==> src/design/lfpr_pkg.sv <==
// lfpr_pkg: shared types and constants for the length framed packet receiver
// used by lfpr_ctrl, lfpr_dp and length_framed_packet_receiver
package lfpr_pkg;

  localparam int unsigned LEN_POS   = 8;   // frame byte that carries the length
  localparam int unsigned HDR_EXTRA = 9;   // frame size is length plus this
  localparam int unsigned SUM_START = 6;   // first byte covered by the checksum
  localparam int unsigned GAP_RESET = 280; // gap limit after reset, in ms

  // result status codes
  typedef enum logic [1:0] {
    STAT_BYTE    = 2'd0,
    STAT_SUM_ERR = 2'd1,
    STAT_LEN_ERR = 2'd2
  } status_e;

  typedef enum logic [2:0] {
    ST_IDLE,
    ST_SUM,
    ST_CHECK,
    ST_REPLAY,
    ST_SUM_ERR,
    ST_LEN_ERR
  } state_e;

  // store read address select
  typedef enum logic [1:0] {
    RD_SUM_START,
    RD_NEXT,
    RD_TAIL,
    RD_ZERO
  } rd_sel_e;

  // controller to datapath
  typedef struct packed {
    logic    in_take;  // input item accepted this cycle
    logic    rd_en;    // read the store, index follows the read address
    rd_sel_e rd_sel;
    logic    sum_rd;   // the read issued now is a checksum term
  } cmd_t;

  // datapath to controller
  typedef struct packed {
    logic len_err;   // incoming item carries an oversized length
    logic complete;  // incoming item completes a frame
    logic sum_end;   // index sits on the last checksum byte
    logic is_last;   // index sits on the last frame byte
    logic sum_ok;    // checksum matches the trailing byte
  } sts_t;

endpackage

==> src/design/lfpr_dp.sv <==
// lfpr_dp: frame store, byte counters, checksum accumulator and gap limit
// register; driven by lfpr_ctrl commands, uses lfpr_pkg
module lfpr_dp #(
  parameter int unsigned FRAME_CAP = 64
) (
  input  logic                 clk_i,
  input  logic                 rst_ni,
  input  lfpr_pkg::cmd_t       cmd_i,
  output lfpr_pkg::sts_t       sts_o,
  input  logic                 cfg_take_i,
  input  logic [15:0]          cfg_data_i,
  input  logic [7:0]           rx_byte_i,
  input  logic [15:0]          gap_ms_i,
  input  logic                 emit_byte_i,
  output logic [7:0]           frame_byte_o
);
  import lfpr_pkg::*;

  localparam int unsigned AW = $clog2(FRAME_CAP);
  localparam int unsigned CW = $clog2(FRAME_CAP + 1);

  logic [7:0]    mem [FRAME_CAP];
  logic [7:0]    rd_data_q;
  logic [15:0]   gap_limit_q;
  logic [CW-1:0] count_q, count_d;
  logic [CW-1:0] total_q, total_d;
  logic [CW-1:0] len_q;
  logic [AW-1:0] idx_q;
  logic [7:0]    sum_q;
  logic          sum_vld_q;

  logic          restart;
  logic [CW-1:0] pos, tot_base, tot_new, cnt_new;
  logic          at_len;
  logic [8:0]    total9;
  logic          len_err, complete;
  logic [AW-1:0] rd_addr;

  // new item against the current frame
  always_comb begin
    restart  = gap_ms_i > gap_limit_q;
    pos      = restart ? '0 : count_q;
    tot_base = restart ? '0 : total_q;
    at_len   = pos == CW'(LEN_POS);
    total9   = {1'b0, rx_byte_i} + 9'(HDR_EXTRA);
    len_err  = at_len && (total9 > 9'(FRAME_CAP));
    tot_new  = at_len ? total9[CW-1:0] : tot_base;
    cnt_new  = pos + CW'(1);
    complete = !len_err && (tot_new != '0) && (cnt_new >= tot_new);
    if (complete || len_err) begin
      count_d = '0;
      total_d = '0;
    end else begin
      count_d = cnt_new;
      total_d = tot_new;
    end
  end

  always_comb begin
    unique case (cmd_i.rd_sel)
      RD_SUM_START: rd_addr = AW'(SUM_START);
      RD_NEXT:      rd_addr = idx_q + AW'(1);
      RD_TAIL:      rd_addr = AW'(len_q - CW'(1));
      RD_ZERO:      rd_addr = '0;
      default:      rd_addr = '0;
    endcase
  end

  always_ff @(posedge clk_i or negedge rst_ni) begin
    if (!rst_ni) begin
      gap_limit_q <= 16'(GAP_RESET);
      count_q     <= '0;
      total_q     <= '0;
      sum_vld_q   <= 1'b0;
    end else begin
      if (cfg_take_i) begin
        gap_limit_q <= cfg_data_i;
      end
      if (cmd_i.in_take) begin
        count_q <= count_d;
        total_q <= total_d;
      end
      sum_vld_q <= cmd_i.sum_rd;
    end
  end

  always_ff @(posedge clk_i) begin
    if (cmd_i.in_take) begin
      mem[pos[AW-1:0]] <= rx_byte_i;
    end
    if (cmd_i.rd_en) begin
      rd_data_q <= mem[rd_addr];
      idx_q     <= rd_addr;
    end
  end

  always_ff @(posedge clk_i) begin
    if (cmd_i.in_take && complete) begin
      len_q <= tot_new;
      sum_q <= '0;
    end else if (sum_vld_q) begin
      sum_q <= sum_q + rd_data_q;
    end
  end

  always_comb begin
    sts_o.len_err  = len_err;
    sts_o.complete = complete;
    sts_o.sum_end  = (CW'(idx_q) + CW'(3)) == len_q;
    sts_o.is_last  = (CW'(idx_q) + CW'(1)) == len_q;
    sts_o.sum_ok   = sum_q == rd_data_q;
  end

  assign frame_byte_o = emit_byte_i ? rd_data_q : 8'd0;

endmodule

==> src/design/lfpr_ctrl.sv <==
// lfpr_ctrl: sequencer for input, checksum pass, check and frame replay
// drives lfpr_dp through cmd_t and reads sts_t, uses lfpr_pkg
module lfpr_ctrl (
  input  logic                 clk_i,
  input  logic                 rst_ni,
  input  logic                 in_valid_i,
  output logic                 in_ready_o,
  output logic                 out_valid_o,
  input  logic                 out_ready_i,
  output lfpr_pkg::status_e    status_o,
  output logic                 last_o,
  output logic                 emit_byte_o,
  output lfpr_pkg::cmd_t       cmd_o,
  input  lfpr_pkg::sts_t       sts_i
);
  import lfpr_pkg::*;

  state_e state_q, state_d;
  logic   out_take;

  always_ff @(posedge clk_i or negedge rst_ni) begin
    if (!rst_ni) begin
      state_q <= ST_IDLE;
    end else begin
      state_q <= state_d;
    end
  end

  always_comb begin
    state_d       = state_q;
    in_ready_o    = 1'b0;
    out_valid_o   = 1'b0;
    status_o      = STAT_BYTE;
    last_o        = 1'b0;
    emit_byte_o   = 1'b0;
    cmd_o.in_take = 1'b0;
    cmd_o.rd_en   = 1'b0;
    cmd_o.rd_sel  = RD_NEXT;
    cmd_o.sum_rd  = 1'b0;
    out_take      = 1'b0;
    unique case (state_q)
      ST_IDLE: begin
        in_ready_o    = 1'b1;
        cmd_o.in_take = in_valid_i;
        if (in_valid_i) begin
          if (sts_i.len_err) begin
            state_d = ST_LEN_ERR;
          end else if (sts_i.complete) begin
            // first checksum byte goes out with the closing item
            cmd_o.rd_en  = 1'b1;
            cmd_o.rd_sel = RD_SUM_START;
            cmd_o.sum_rd = 1'b1;
            state_d      = ST_SUM;
          end
        end
      end
      ST_SUM: begin
        cmd_o.rd_en = 1'b1;
        if (sts_i.sum_end) begin
          cmd_o.rd_sel = RD_TAIL;
          state_d      = ST_CHECK;
        end else begin
          cmd_o.rd_sel = RD_NEXT;
          cmd_o.sum_rd = 1'b1;
        end
      end
      ST_CHECK: begin
        if (sts_i.sum_ok) begin
          cmd_o.rd_en  = 1'b1;
          cmd_o.rd_sel = RD_ZERO;
          state_d      = ST_REPLAY;
        end else begin
          state_d = ST_SUM_ERR;
        end
      end
      ST_REPLAY: begin
        out_valid_o = 1'b1;
        emit_byte_o = 1'b1;
        last_o      = sts_i.is_last;
        out_take    = out_ready_i;
        if (out_ready_i) begin
          if (sts_i.is_last) begin
            state_d = ST_IDLE;
          end else begin
            cmd_o.rd_en  = 1'b1;
            cmd_o.rd_sel = RD_NEXT;
          end
        end
      end
      ST_SUM_ERR: begin
        out_valid_o = 1'b1;
        status_o    = STAT_SUM_ERR;
        last_o      = 1'b1;
        out_take    = out_ready_i;
        if (out_ready_i) begin
          state_d = ST_IDLE;
        end
      end
      ST_LEN_ERR: begin
        out_valid_o = 1'b1;
        status_o    = STAT_LEN_ERR;
        last_o      = 1'b1;
        out_take    = out_ready_i;
        if (out_ready_i) begin
          state_d = ST_IDLE;
        end
      end
      default: begin
        state_d = ST_IDLE;
      end
    endcase
  end

  // input and output sides are never open together
  a_no_overlap: assert property (@(posedge clk_i) disable iff (!rst_ni)
    !(in_ready_o && out_valid_o))
    else $error("input and output open in the same cycle");

  // an oversized length leads straight to its error item
  a_len_err: assert property (@(posedge clk_i) disable iff (!rst_ni)
    (in_valid_i && in_ready_o && sts_i.len_err) |=>
      (out_valid_o && status_o == STAT_LEN_ERR && last_o))
    else $error("length error item missing");

  // a completed frame starts the checksum pass
  a_complete: assert property (@(posedge clk_i) disable iff (!rst_ni)
    (in_valid_i && in_ready_o && !sts_i.len_err && sts_i.complete) |=>
      (state_q == ST_SUM))
    else $error("checksum pass not started");

  // taking the final item of a run reopens the input
  a_reopen: assert property (@(posedge clk_i) disable iff (!rst_ni)
    (out_take && last_o) |=> in_ready_o)
    else $error("input not reopened after final item");

endmodule

==> src/design/length_framed_packet_receiver.sv <==
// length_framed_packet_receiver: top level, joins lfpr_ctrl and lfpr_dp
// a byte that does not close a frame is taken while idle; a length error item
// shows in the cycle after its byte; a closing byte gives its first result
// after a checksum pass over the store read port and a trailing byte check,
// then one frame byte per cycle while out_ready_i is high
// throughput: one byte per cycle between frames; no byte is taken during the
// checksum pass or while results are pending. reset: asynchronous, active low;
// counters clear, gap limit becomes 280 ms, the frame store is left as is
module length_framed_packet_receiver #(
  parameter int unsigned FRAME_CAP = 64
) (
  input  logic        clk_i,
  input  logic        rst_ni,
  input  logic        in_valid_i,
  output logic        in_ready_o,
  input  logic [7:0]  rx_byte_i,
  input  logic [15:0] gap_ms_i,
  output logic        out_valid_o,
  input  logic        out_ready_i,
  output logic [1:0]  status_o,
  output logic [7:0]  frame_byte_o,
  output logic        last_o,
  input  logic        cfg_valid_i,
  output logic        cfg_ready_o,
  input  logic [15:0] cfg_data_i
);
  import lfpr_pkg::*;

  cmd_t    cmd;
  sts_t    sts;
  status_e status;
  logic    emit_byte;

  // the gap limit register can take a write in any cycle
  assign cfg_ready_o = 1'b1;
  assign status_o    = status;

  lfpr_ctrl u_ctrl (
    .clk_i       (clk_i),
    .rst_ni      (rst_ni),
    .in_valid_i  (in_valid_i),
    .in_ready_o  (in_ready_o),
    .out_valid_o (out_valid_o),
    .out_ready_i (out_ready_i),
    .status_o    (status),
    .last_o      (last_o),
    .emit_byte_o (emit_byte),
    .cmd_o       (cmd),
    .sts_i       (sts)
  );

  lfpr_dp #(
    .FRAME_CAP (FRAME_CAP)
  ) u_dp (
    .clk_i        (clk_i),
    .rst_ni       (rst_ni),
    .cmd_i        (cmd),
    .sts_o        (sts),
    .cfg_take_i   (cfg_valid_i && cfg_ready_o),
    .cfg_data_i   (cfg_data_i),
    .rx_byte_i    (rx_byte_i),
    .gap_ms_i     (gap_ms_i),
    .emit_byte_i  (emit_byte),
    .frame_byte_o (frame_byte_o)
  );

endmodule

==> config.mk <==
export PLATFORM = sky130hd
export DESIGN_NAME = length_framed_packet_receiver
export DESIGN_NICKNAME = d
export VERILOG_FILES = /design/src/design/lfpr_pkg.sv /design/src/design/lfpr_dp.sv /design/src/design/lfpr_ctrl.sv /design/src/design/length_framed_packet_receiver.sv
export SDC_FILE = /design/constraint.sdc
export NUM_CORES = 1
export LEC_CHECK = 0
export BUFFER_PORTS_ARGS = -buffer_cell sky130_fd_sc_hd__buf_2
export CORE_UTILIZATION = 50
export DETAILED_ROUTE_END_ITERATION = 6
export GPL_ROUTABILITY_DRIVEN = 1
export PLACE_DENSITY = 0.76
export SYNTH_ARGS = -nofsm -noshare
export SYNTH_HDL_FRONTEND = slang
export SYNTH_SLANG_ARGS = --single-unit
==> constraint.sdc <==
create_clock -name clk_i -period 6.05 [get_ports clk_i]
set_input_delay 0.605 -clock clk_i [delete_from_list [all_inputs] [get_ports clk_i]]
set_output_delay 0.605 -clock clk_i [all_outputs]
set_load 0.01 [all_outputs]
; ---- Yosys cells after proc, flatten, opt, wreduce, memory -nomap -nowiden
; Memory sizes are Yosys's and may differ from the RTL's. A register that Yosys moved wholly into a read port is not among the register bits.
; Cells that the tools add are included.
[word_totals]
register_bits = 55
ram_bits = 512
inputBits = 45
output_inout_bits = 14
elab_cells = 83
memories = 1
[mem_list]
columns = memory, words, word_bits, rd, rd_clocked_by_memory_dff, write_ports, line_no
row1 = u_dp.mem, 64, 8, 1, 1, 1, lfpr_dp.sv:22  ; logic [7:0] mem [FRAME_CAP];
[classes]
add_sub_neg = 7
magnitude_cmp = 3
eq_ne = 18
muxes = 34
n_reduce_logical = 12
[op_table]
columns = operator, n
row1 = $mux W7, 5
row2 = $mux W3, 11
row3 = $pmux W6 S4, 1
row4 = $gt A16 B16 Y1, 1
row5 = $pmux W3 S5, 1
row6 = $eq A7 B7 Y1, 2
row7 = $mux W4, 3
row8 = $pmux W3 S4, 1
row9 = $add A8 B4 Y9 const B, 1
row10 = $gt A9 B7 Y1 const B, 1
row11 = $add A8 B8 Y8, 1
row12 = $eq A8 B8 Y1, 1
row13 = $mux W8, 1
row14 = $ne A2 B2 Y1 const B, 4
row15 = $add A6 B1 Y7 const B, 1
row16 = $add A6 B2 Y7 const B, 1
row17 = $add A7 B1 Y7 const B, 1
row18 = $eq A7 B4 Y1 const B, 1
row19 = $ge A7 B7 Y1, 1
row20 = $mux W1, 7
row21 = $reduce_bool A7 Y1, 1
row22 = $add A6 B1 Y6 const B, 1
row23 = $eq A3 B2 Y1 const B, 2
row24 = $eq A3 B3 Y1 const B, 2
row25 = 17 further kinds, 22

; ---- Longest topological paths before layout
; Gate-level depths: netlist of the first run.
[logic_depth]
depth_word = 13
ltp_mapped = 34

; ---- Modules after synthesis
; Synthesis of the first run repeated with hierarchy kept, for this count alone.
[hier_totals]
hier_cells = 1456
area_unflattened_um2 = 24292.0
[by_module_without_submodules]
columns = module, instances, cells_per_inst, area_per_inst_um2
row1 = lfpr_dp, 1, 1410, 23910.4
row2 = lfpr_ctrl, 1, 44, 370.4
row3 = length_framed_packet_receiver, 1, 2, 11.3

; ---- Worst setup path before layout of the first run
; Ideal clock, no wire load.
[synth_path]
path_kind = in2reg
start = input port gap_ms_i[14]
end = register u_dp.rd_data_q[6], read port of u_dp.mem, data pin
arrival_ps = 6180
t_required_ps = 5795
path_slack_ps = -385
stages = 28
path_cell_list = ha_1 -> nand4_1 -> nor4_1 -> a21boi_0 -> o31ai_1 -> clkbuf_1 -> and2_1 -> inv_1 -> ha_1 -> or3b_1 -> buf_2 -> or3_1 -> clkbuf_1 -> o21ai_0 -> inv_1 -> ha_1 -> o211ai_1 -> o31ai_1 -> o211ai_2 -> o31a_1 -> clkbuf_2 -> o21ai_4 -> buf_6 -> mux2_2 -> o211ai_1 -> nand4_1 -> a22o_1 -> a31o_1
[synth_between]
elab_chain_len = 13
elab_cells_between_ends = 21
classes_between = add/sub (1) / order compare (2) / eq/ne (4) / mux (8) / reduce/logical (6)
[synth_rtl]
columns = item, line_no
row1 = start: declaration, length_framed_packet_receiver.sv:17  ; input logic [15:0] gap_ms_i,
row2 = $gt A16 B16 Y1 (*), lfpr_dp.sv:41  ; restart = gap_ms_i > gap_limit_q;
row3 = $mux W7, lfpr_dp.sv:42  ; pos = restart ? '0 : count_q;
row4 = $eq A7 B4 Y1, lfpr_dp.sv:44  ; at_len = pos == CW'(LEN_POS);
row5 = $mux W7 (*), lfpr_dp.sv:47  ; tot_new = at_len ? total9[CW-1:0] : tot_base;
row6 = net u_dp.tot_new[2], lfpr_dp.sv:33  ; logic [CW-1:0] pos, tot_base, tot_new, cnt_new;
row7 = "parallel branches: the longest is 2 deep, another holds $ge A7 B7 Y1", -
row8 = $logic_and A1 B1 Y1 (*), lfpr_dp.sv:49  ; complete = !len_err && (tot_new != '0) && (cnt_new >= tot_new);
row9 = $mux W4 (*), lfpr_ctrl.sv:48  ; end else if (sts_i.complete) begin
row10 = $mux W4 (*), lfpr_ctrl.sv:46  ; if (sts_i.len_err) begin
row11 = $mux W4 (*), lfpr_ctrl.sv:45  ; if (in_valid_i) begin
row12 = $pmux W3 S4 (*), lfpr_ctrl.sv:41  ; unique case (state_q)
row13 = "$eq A2 B2 Y1, or another cell as far along", lfpr_dp.sv:60  ; unique case (cmd_i.rd_sel)
row14 = $pmux W6 S4, lfpr_dp.sv:60
row15 = end: declaration, lfpr_dp.sv:23  ; logic [7:0] rd_data_q;
; Mark *: on every way through the listed nets, which the timed path passes.
; A chain may end at the register's enable or synchronous reset.

; ---- Worst setup path after layout of the first run
[layout_path]
start = register u_dp.gap_limit_q[8]
end = register u_dp.rd_data_q[0], read port of u_dp.mem, data pin
[layout_between]
elab_chain_len = 13
elab_cells_between_ends = 21
classes_between = add/sub (1) / order compare (2) / eq/ne (4) / mux (8) / reduce/logical (6)
[layout_rtl]
columns = item, line_no
row1 = start: declaration, lfpr_dp.sv:24  ; logic [15:0] gap_limit_q;
row2 = start signal: assignment, lfpr_dp.sv:71  ; gap_limit_q <= 16'(GAP_RESET);
row3 = start signal: assignment, lfpr_dp.sv:77  ; gap_limit_q <= cfg_data_i;
row4 = $gt A16 B16 Y1 (*), lfpr_dp.sv:41
row5 = "parallel branches: the longest is 7 deep, another holds $add A7 B1 Y7", -
row6 = $mux W4 (*), lfpr_ctrl.sv:46
row7 = $mux W4 (*), lfpr_ctrl.sv:45
row8 = $pmux W3 S4 (*), lfpr_ctrl.sv:41
row9 = "$eq A2 B2 Y1, or another cell as far along", lfpr_dp.sv:60
row10 = $pmux W6 S4, lfpr_dp.sv:60
; Mark *: on every way between the ends.

==> run_results.csv, run 1 <==
group,metric,value,unit
run_status,status,"complete, but fails checks",
run_status,violations,"negative setup slack",
clocking,clk_latency,0.63,ns
detailed_routing,vias_per_cell,6.138,
worst_hold_path,hold_path_class,"input port to async pin",
timing,fin_crit,6.438,ns
clocking,clkSinkCount,575,
timing,drv_slew,0,
synth,ys_ff_latch,575,
detailed_routing,drt_wl_total,70.62,mm
synth,syn_area,25040,um2
finish,final_nets,2335,
global_route,grt_busiest_layer,"met2",
clocking,clockBufferDepth,3,
floorplanning,io_pins,59,
timing,finalSetupViolCount,8,
timing,period_share,1.064,
synth,syn_nets,2140,
detailed_routing,firstDrtPassIters,6,
global_route,grtUsageMet3,0.05764,
synth,synth_top_flop_cell,"edfxtp_1",
clocking,h-tree-depth,2,
finish,drive_gt1_frac,0.1890,
worst_setup_path,critPathKind,"flop to flop",
place,dp_hpwl,43.47,mm
clocking,cts_tree,"built",
timing,slew-limit-headroom,0.2325,
timing,whs,0.07445,ns
detailed_routing,postRouteAntennaNets,0,
power,ir_drop,0.2642,mV
global_route,first_global_vias,17749,
floorplanning,initial_core_util,0.5094,
power,power_density,402.6,nW/um2
timing,finalClockSkew,0.02943,ns
synth,async_reset_ff_frac,0.05913,
floorplanning,core_area,49150,um2
global_route,antenna_found_initial,5,
global_route,grt_max_degree,66,
timing,clock.fmax,0.1553,GHz
synth,synth_edf_count,533,
finish,fill_cells,3637,
worst_setup_path,start_kind,"flop",
finish,syn2layout_area_growth,19.62,%
global_route,gr-total-overflow,0,
detailed_routing,drc,0,
run,maxCapViolCount,0,
place,port_buffers,57,
detailed_routing,num_vias,18194,
worst_setup_path,crit_slowest_cell,"dfstp_2",
timing,fin_ws,-0.3878,ns
global_route,grt_usage,0.2787,
synth,ys_warn_count,0,
global_route,grt_pass1_wl,105.6,mm
synth,synth_cells,2057,
global_route,grt_use_met2,0.4486,
clocking,root_buffer,"clkbuf_16",
detailed_routing,wire_per_inst,23.83,um
clocking,path_clk_slew,0.06,ns
synth,avgSynthCellArea,12.17,um2
synth,seq_area_frac_synth,0.6797,
worst_setup_path,crit_arrival,6.80,ns
power,leakage,0.01088,uW
synth,synth_cell_types,91,
worst_setup_path,worst_setup_path_end_kind,"flop",
finish,fin_cells,2964,
place,gp_congestion,0.9354,
worst_setup_path,cp_slowest_stage_delay,0.52,ns
timing,worst_slew_pin_slew,1.144,ns
timing,rsz0062_at_grt,"true",
floorplanning,die_area,50980,um2
place,placedCellCount,2787,
floorplanning,rows,81,
timing,hold_viol,0,
worst_setup_path,crit_fanout,18,
floorplanning,fp.dieW,225.8,um
global_route,grt_use_met1,0.3637,
detailed_routing,drt_iter0_markers,2322,
floorplanning,die_y,225.8,um
clocking,cts_made_buffers,56,
worst_setup_path,critical_path_required,6.42,ns
-- worst max-delay path, delay by kind of cell, from the launching register on --
family / cells / cell delay [ns]
adder cells (fa/ha/maj): 3 / 0.68
AND/OR/NAND/NOR: 8 / 2.31
flip-flops: 1 / 0.52
AO/OA/AOI/OAI: 10 / 1.66
buffers and inverters: 8 / 0.98
-- layout by cell type, fill, tap and decap left out, types with 6 or more instances in the layout --
master | synthesis | layout
edfxtp_1 | 533 | 533
nand2_1 | 506 | 495
nand3_1 | 232 | 220
buf_4 | 8 | 137
nor2_1 | 105 | 102
clkbuf_16 | 0 | 60
buf_2 | 56 | 57
a31oi_1 | 58 | 55
mux2i_1 | 42 | 41
inv_1 | 43 | 39
nand4_1 | 38 | 38
o21ai_0 | 40 | 36
ha_1 | 37 | 31
dfrtp_1 | 31 | 31
buf_12 | 0 | 24
clkbuf_1 | 40 | 21
xnor2_1 | 18 | 18
buf_6 | 6 | 18
a21oi_1 | 19 | 17
and2_1 | 16 | 14
xor2_1 | 13 | 13
nor3_1 | 11 | 11
nand3_2 | 1 | 10
o211ai_1 | 10 | 10
nand2_2 | 1 | 10
a22oi_1 | 14 | 9
clkinv_1 | 1 | 9
and4_1 | 8 | 8
a2111o_1 | 8 | 8
o211a_1 | 8 | 8
a21boi_2 | 0 | 8
buf_16 | 0 | 8
dfxtp_1 | 8 | 8
nor2b_1 | 8 | 7
mux2_2 | 8 | 7
or3_1 | 7 | 6
-- per-layer routing --
layer  wire length (um)  up-vias
li1                   -     7914
met5                  0        -
met2              32850     1213
met1              26050     8827
met3               8162      240
met4               3555        0
-- path summary, 6_finish.rpt --
check / start / end / slack, ns / cells past startpoint
setup / recovery: u_dp.gap_limit_q[8]$_DFFE_PN1P_ / u_dp.rd_data_q[0]$_DFFE_PP_ / -0.39 / 29
hold / removal: rst_ni / u_dp.count_q[5]$_DFFE_PN0P_ / 0.07 / 1
setup reg to reg: u_dp.gap_limit_q[8]$_DFFE_PN1P_ / u_dp.rd_data_q[0]$_DFFE_PP_ / -0.39 / 29
hold reg to reg: u_dp.sum_q[1]$_SDFFE_PP0P_ / u_dp.sum_q[1]$_SDFFE_PP0P_ / 0.50 / 2
max in group asynchronous: rst_ni / u_dp.gap_limit_q[1]$_DFFE_PN0P_ / 5.47 / 1
min in group clk_i: cfg_data_i[1] / u_dp.gap_limit_q[1]$_DFFE_PN0P_ / 0.20 / 3
-- timing repair --
action	4_1_cts	5_1_grt
setup buffers	51	15
pin swaps	36	38
hold endpoints to repair	0	0
cloned	8	3
gates resized for setup	91	45
setup endpoints to repair	8	9
hold buffers	0	0
-- registers in the layout (all words and copies together), names as in the netlist --
| name | cells |
|---|---|
| u_dp.len_q | 7 |
| u_dp.count_q | 7 |
| u_dp.idx_q | 6 |
| u_dp.rd_data_q | 8 |
| u_dp.gap_limit_q | 16 |
| u_dp.mem | 512 |
| u_dp.sum_vld_q | 1 |
| u_dp.sum_q | 8 |
| u_dp.total_q | 7 |
| u_ctrl.state_q | 3 |
-- synthesized netlist by cell type, types with 3 or more instances --
library cell	number	area, um2
a2111o_1	8	90.09
a31oi_1	58	362.9
nand3b_1	3	22.52
xor2_1	13	113.9
nor2b_1	8	50.05
a32oi_1	4	35.03
a21oi_1	19	95.09
nor2_1	105	394.1
clkbuf_1	40	150.1
buf_2	56	280.3
nand4_1	38	237.7
dfrtp_1	31	775.7
buf_4	8	60.06
nor4_1	6	37.54
and4_1	8	70.07
ha_1	37	462.9
or3_1	7	43.79
o21ai_0	40	200.2
nand2_1	506	1899
a22oi_1	14	105.1
a21o_1	5	37.54
inv_1	43	161.4
dfstp_2	3	78.83
a211oi_1	6	45.04
o41ai_1	4	35.03
xnor2_1	18	157.7
buf_6	6	67.56
a22o_1	5	43.79
a21boi_0	16	120.1
nor3_1	11	55.05
edfxtp_1	533	16010
nor3b_1	3	22.52
o211ai_1	10	75.07
o31ai_1	3	22.52
mux2_2	8	90.09
nand3_1	232	1161
dfxtp_1	8	160.2
o211a_1	8	80.08
buf_1	3	11.26
mux2i_1	42	420.4
and2_1	16	100.1
o21bai_1	5	37.54
-- where the power goes --
part / switching, uW / internal [uW] / leakage, uW
combinational: 2380 / 1660 / 0.00473
clock: 1460 / 1950 / 0.000854
sequential: 113 / 4500 / 0.00530
-- stage by stage --
stage                     cell area, um2  utilization  worst slack (ns)  TNS, ns  total power [uW]
after floorplan                    25100            -          0.004738        0              6647
after global placement             26820       0.5457           -0.6060   -3.955              7890
after CTS                          29550       0.6011           -0.1655  -0.6854             11760
final                              29950       0.6093           -0.3878   -2.186             12060
after global routing               29940       0.6091           -0.4914   -3.399             12460
after detailed placement           26820       0.5457           -0.6729   -4.523              7977
-- final cells by class --
type / count / area (um2) / share of cell area
Sequential cell: 575 / 17020 / 0.5683
Multi-Input combinational cell: 1321 / 7744 / 0.2585
Timing Repair Buffer: 250 / 2372 / 0.07920
Clock buffer: 78 / 1505 / 0.05025
Tap cell: 664 / 830.8 / 0.02774
Clock inverter: 24 / 250.2 / 0.008355
Inverter: 47 / 210.2 / 0.007018
Antenna cell: 4 / 10.01 / 0.0003342
Timing Repair inverter: 1 / 8.758 / 0.0002924
-- logic make-up after synthesis --
group | Yosys count | share of synthesized area
AOI/OAI and AO/OA | 235 | 0.06861
adders and majority gates | 38 | 0.01929
and+or+nand+nor | 965 | 0.1705
muxes | 51 | 0.02084
buffers and inverters | 161 | 0.03003
DFF | 575 | 0.6797
xor gates and xnor gates | 31 | 0.01084
other | 1 | 0.0001498
Note: power is estimated with default switching activity, not from simulation.
==> inputs of run 2 (changes only) <==
--- a/config.mk
+++ b/config.mk
@@ -6,10 +6,14 @@
 export NUM_CORES = 1
 export LEC_CHECK = 0
 export BUFFER_PORTS_ARGS = -buffer_cell sky130_fd_sc_hd__buf_2
-export CORE_UTILIZATION = 50
+export CELL_PAD_IN_SITES_DETAIL_PLACEMENT = 1
+export CELL_PAD_IN_SITES_GLOBAL_PLACEMENT = 1
+export CORE_UTILIZATION = 47
 export DETAILED_ROUTE_END_ITERATION = 6
 export GPL_ROUTABILITY_DRIVEN = 1
-export PLACE_DENSITY = 0.76
+export MAX_ROUTING_LAYER = met4
+export PLACE_DENSITY = 0.83
+export RECOVER_POWER = 50
 export SYNTH_ARGS = -nofsm -noshare
 export SYNTH_HDL_FRONTEND = slang
 export SYNTH_SLANG_ARGS = --single-unit
==> run 2 against run 1 <==
The flow finishes with violations (max-capacitance violations, max-slew violations, negative setup slack). Critical path depth down 1. Hold slack improved by 0.12 ns. Worst setup slack improved by 0.14 ns. Sequential power is essentially flat. Cell area rose by 0.50%. Register-to-register slack better by 0.14 ns. Sequential share of layout area fell by 0.28 points. Combinational power increased by 7.9%. Critical path type unchanged.
==> run_results.csv, run 2 (same netlist as run 1, synthesis figures left out) <==
group,metric,value,unit
detailed_routing,wire_per_inst,29.62,um
place,placed_area,26930,um2
finish,syn2layout_area_growth,20.21,%
worst_setup_path,crit_slowest_cell,"dfstp_2",
clocking,cts_tree,"built",
global_route,first_global_vias,20052,
finish,drive_gt1_frac,0.1943,
detailed_routing,top_layer_used,"met4",
power,p_sw_frac,0.3487,
timing,slew-limit-headroom,-1.302,
timing,drv_slew,236,
detailed_routing,wl_met1,32.21,mm
global_route,antenna_found_initial,6,
floorplanning,core_area,52550,um2
timing,fin_crit,6.297,ns
worst_hold_path,hold_end,"u_dp.gap_limit_q[10]$_DFFE_PN0P_",
worst_setup_path,start_kind,"flop",
timing,finalSetupViolCount,8,
power,power_frac_comb,0.349,
worst_hold_path,min_from,"cfg_data_i[10]",
run,maxCapViolCount,5,
floorplanning,die_area,54200,um2
power,pwr-share-seq,0.371,
run_status,violations,"max-capacitance violations, max-slew violations, negative setup slack",
worst_setup_path,crit_arrival,6.67,ns
timing,worst_slew_pin_slew,3.453,ns
clocking,clk_latency,0.62,ns
clocking,clockBufferDepth,3,
worst_setup_path,r2r-end,"u_dp.rd_data_q[6]$_DFFE_PP_",
detailed_routing,wl_met3,8.200,mm
clocking,clkSinkCount,575,
floorplanning,initial_core_util,0.4765,
finish,layout_common_cells,"edfxtp_1, nand2_1, nand3_1",
detailed_routing,drt_wl_total,88.14,mm
timing,clock.fmax,0.1588,GHz
place,port_buffers,57,
worst_setup_path,cp_slowest_stage_delay,0.53,ns
worst_setup_path,critical_path_required,6.42,ns
global_route,grt_usage,0.3353,
timing,rsz0062_at_grt,"true",
power,p_total,12490,uW
clocking,path_clk_slew,0.06,ns
worst_setup_path,worst_setup_path_end_kind,"flop",
place,dp_hpwl,52.92,mm
clocking,hold_buffers,0,
global_route,grt_pass1_wl,129.2,mm
finish,fin_area,30100,um2
clocking,h-tree-depth,2,
power,ir_drop,0.2520,mV
worst_setup_path,rr_worst_depth,28,
finish,final_nets,2324,
power,intPower,8136,uW
finish,final_common_cell,"edfxtp_1",
global_route,gr-total-overflow,0,
power,clkPwrFrac,0.280,
global_route,grt_max_degree,66,
floorplanning,die_y,232.8,um
worst_setup_path,reg2reg_from,"u_dp.gap_limit_q[8]$_DFFE_PN1P_",
floorplanning,rows,84,
finish,fill_cells,5231,
timing,hold_viol,0,
worst_hold_path,hold_path_class,"input port to flop",
detailed_routing,met2_length,42.62,mm
timing,finalClockSkew,0.01376,ns
power,p_sw,4356,uW
run_status,status,"complete, but fails checks",
worst_setup_path,r2r_slack,-0.25,ns
power,leakage,0.01086,uW
detailed_routing,drt_iter0_markers,2291,
timing,fin_ws,-0.2470,ns
worst_setup_path,critPathKind,"flop to flop",
clocking,root_buffer,"clkbuf_16",
worst_hold_path,hold_depth,3,
worst_setup_path,crit_fanout,8,
finish,largest_reg_flops,512,
detailed_routing,vias_per_cell,6.412,
power,power_density,415.0,nW/um2
detailed_routing,postRouteAntennaNets,0,
detailed_routing,num_vias,19083,
timing,period_share,1.041,
floorplanning,fp.dieW,232.8,um
detailed_routing,firstDrtPassIters,5,
clocking,cts_made_buffers,55,
floorplanning,io_pins,59,
detailed_routing,drc,0,
place,gp_congestion,0.9796,
## run 2: changes by cell type in the layout (fill, tap and decap cells not counted), moves of 6 or more
cell | previous run | this run
nand2_1 | 495 | 489
clkbuf_1 | 21 | 28
a21boi_2 | 8 | 2
buf_2 | 57 | 49
nand3_2 | 10 | 38
buf_4 | 137 | 118
nand3_1 | 220 | 195
## run 2: what timing repair did
item / in CTS / in global routing
pin swaps: 73 / 44
endpoints found under the setup margin: 8 / 8
setup buffers: 30 / 9
gates cloned: 10 / 1
resized for setup: 131 / 45
## run 2: per-layer routing
layer  vias up  track usage
met5         -            -
met4         0       0.1840
met3       328      0.06630
met2      1229       0.5383
met1      9633       0.3971
li1       7893            -
## run 2: stage by stage
stage | std cells | TNS (ns) | setup slack, ns | hold WS, ns | util
floorplan | 2057 | 0 | 0.004738 | 0.3094 | -
global placement | 2823 | -3.714 | -0.5828 | 0.4786 | 0.5124
detailed placement | 2823 | -4.967 | -0.7437 | 0.4979 | 0.5124
CTS | 2963 | -1.287 | -0.2196 | 0.09444 | 0.5671
global route | 2976 | -3.048 | -0.4997 | 0.2039 | 0.5728
finish | 2976 | -1.491 | -0.2470 | 0.1974 | 0.5728
## run 2: worst max path at each step
stage / from / endpoint / slack, ns / cells after the start
after CTS: u_dp.gap_limit_q[8]$_DFFE_PN1P_ / u_dp.rd_data_q[6]$_DFFE_PP_ / -0.22 / 26
after global placement: gap_ms_i[10] / u_dp.rd_data_q[4]$_DFFE_PP_ / -0.58 / 27
after global routing: u_dp.gap_limit_q[15]$_DFFE_PN0P_ / u_dp.rd_data_q[6]$_DFFE_PP_ / -0.50 / 30
after floorplan: gap_ms_i[10] / u_dp.rd_data_q[6]$_DFFE_PP_ / 0.005 / 29
after detailed placement: gap_ms_i[10] / u_dp.rd_data_q[4]$_DFFE_PP_ / -0.74 / 26
final: u_dp.gap_limit_q[8]$_DFFE_PN1P_ / u_dp.rd_data_q[6]$_DFFE_PP_ / -0.25 / 28
## run 2: layout make-up
cell class | instances | area [um2] | share of cell area
Antenna cell | 3 | 7.507 | 0.0002494
Sequential cell | 575 | 17020 | 0.5654
Tap cell | 688 | 860.8 | 0.02860
Timing Repair Buffer | 240 | 2318 | 0.07703
Clock inverter | 24 | 225.2 | 0.007482
Inverter | 47 | 206.4 | 0.006859
Clock buffer | 77 | 1551 | 0.05154
Multi-Input combinational cell | 1322 | 7910 | 0.2628
## run 2: power by group through the flow
stage | Combinational [uW] | Sequential, uW | Clock [uW]
after detailed placement | 3450 | 4700 | 0
after global placement | 3240 | 4690 | 0
final | 4360 | 4630 | 3500
after floorplan | 2020 | 4630 | 0
after global routing | 4530 | 4640 | 3640
after CTS | 4080 | 4620 | 3490
## run 2: worst max-delay path: cells and delay by family, from the launching register on
kind | cells | cell delay, ns
AOI/OAI and AO/OA | 10 | 2.28
adders and majority gates | 3 | 0.61
buffers and inverters | 7 | 0.74
DFF | 1 | 0.53
muxes | 2 | 0.37
and+or+nand+nor | 6 | 1.52
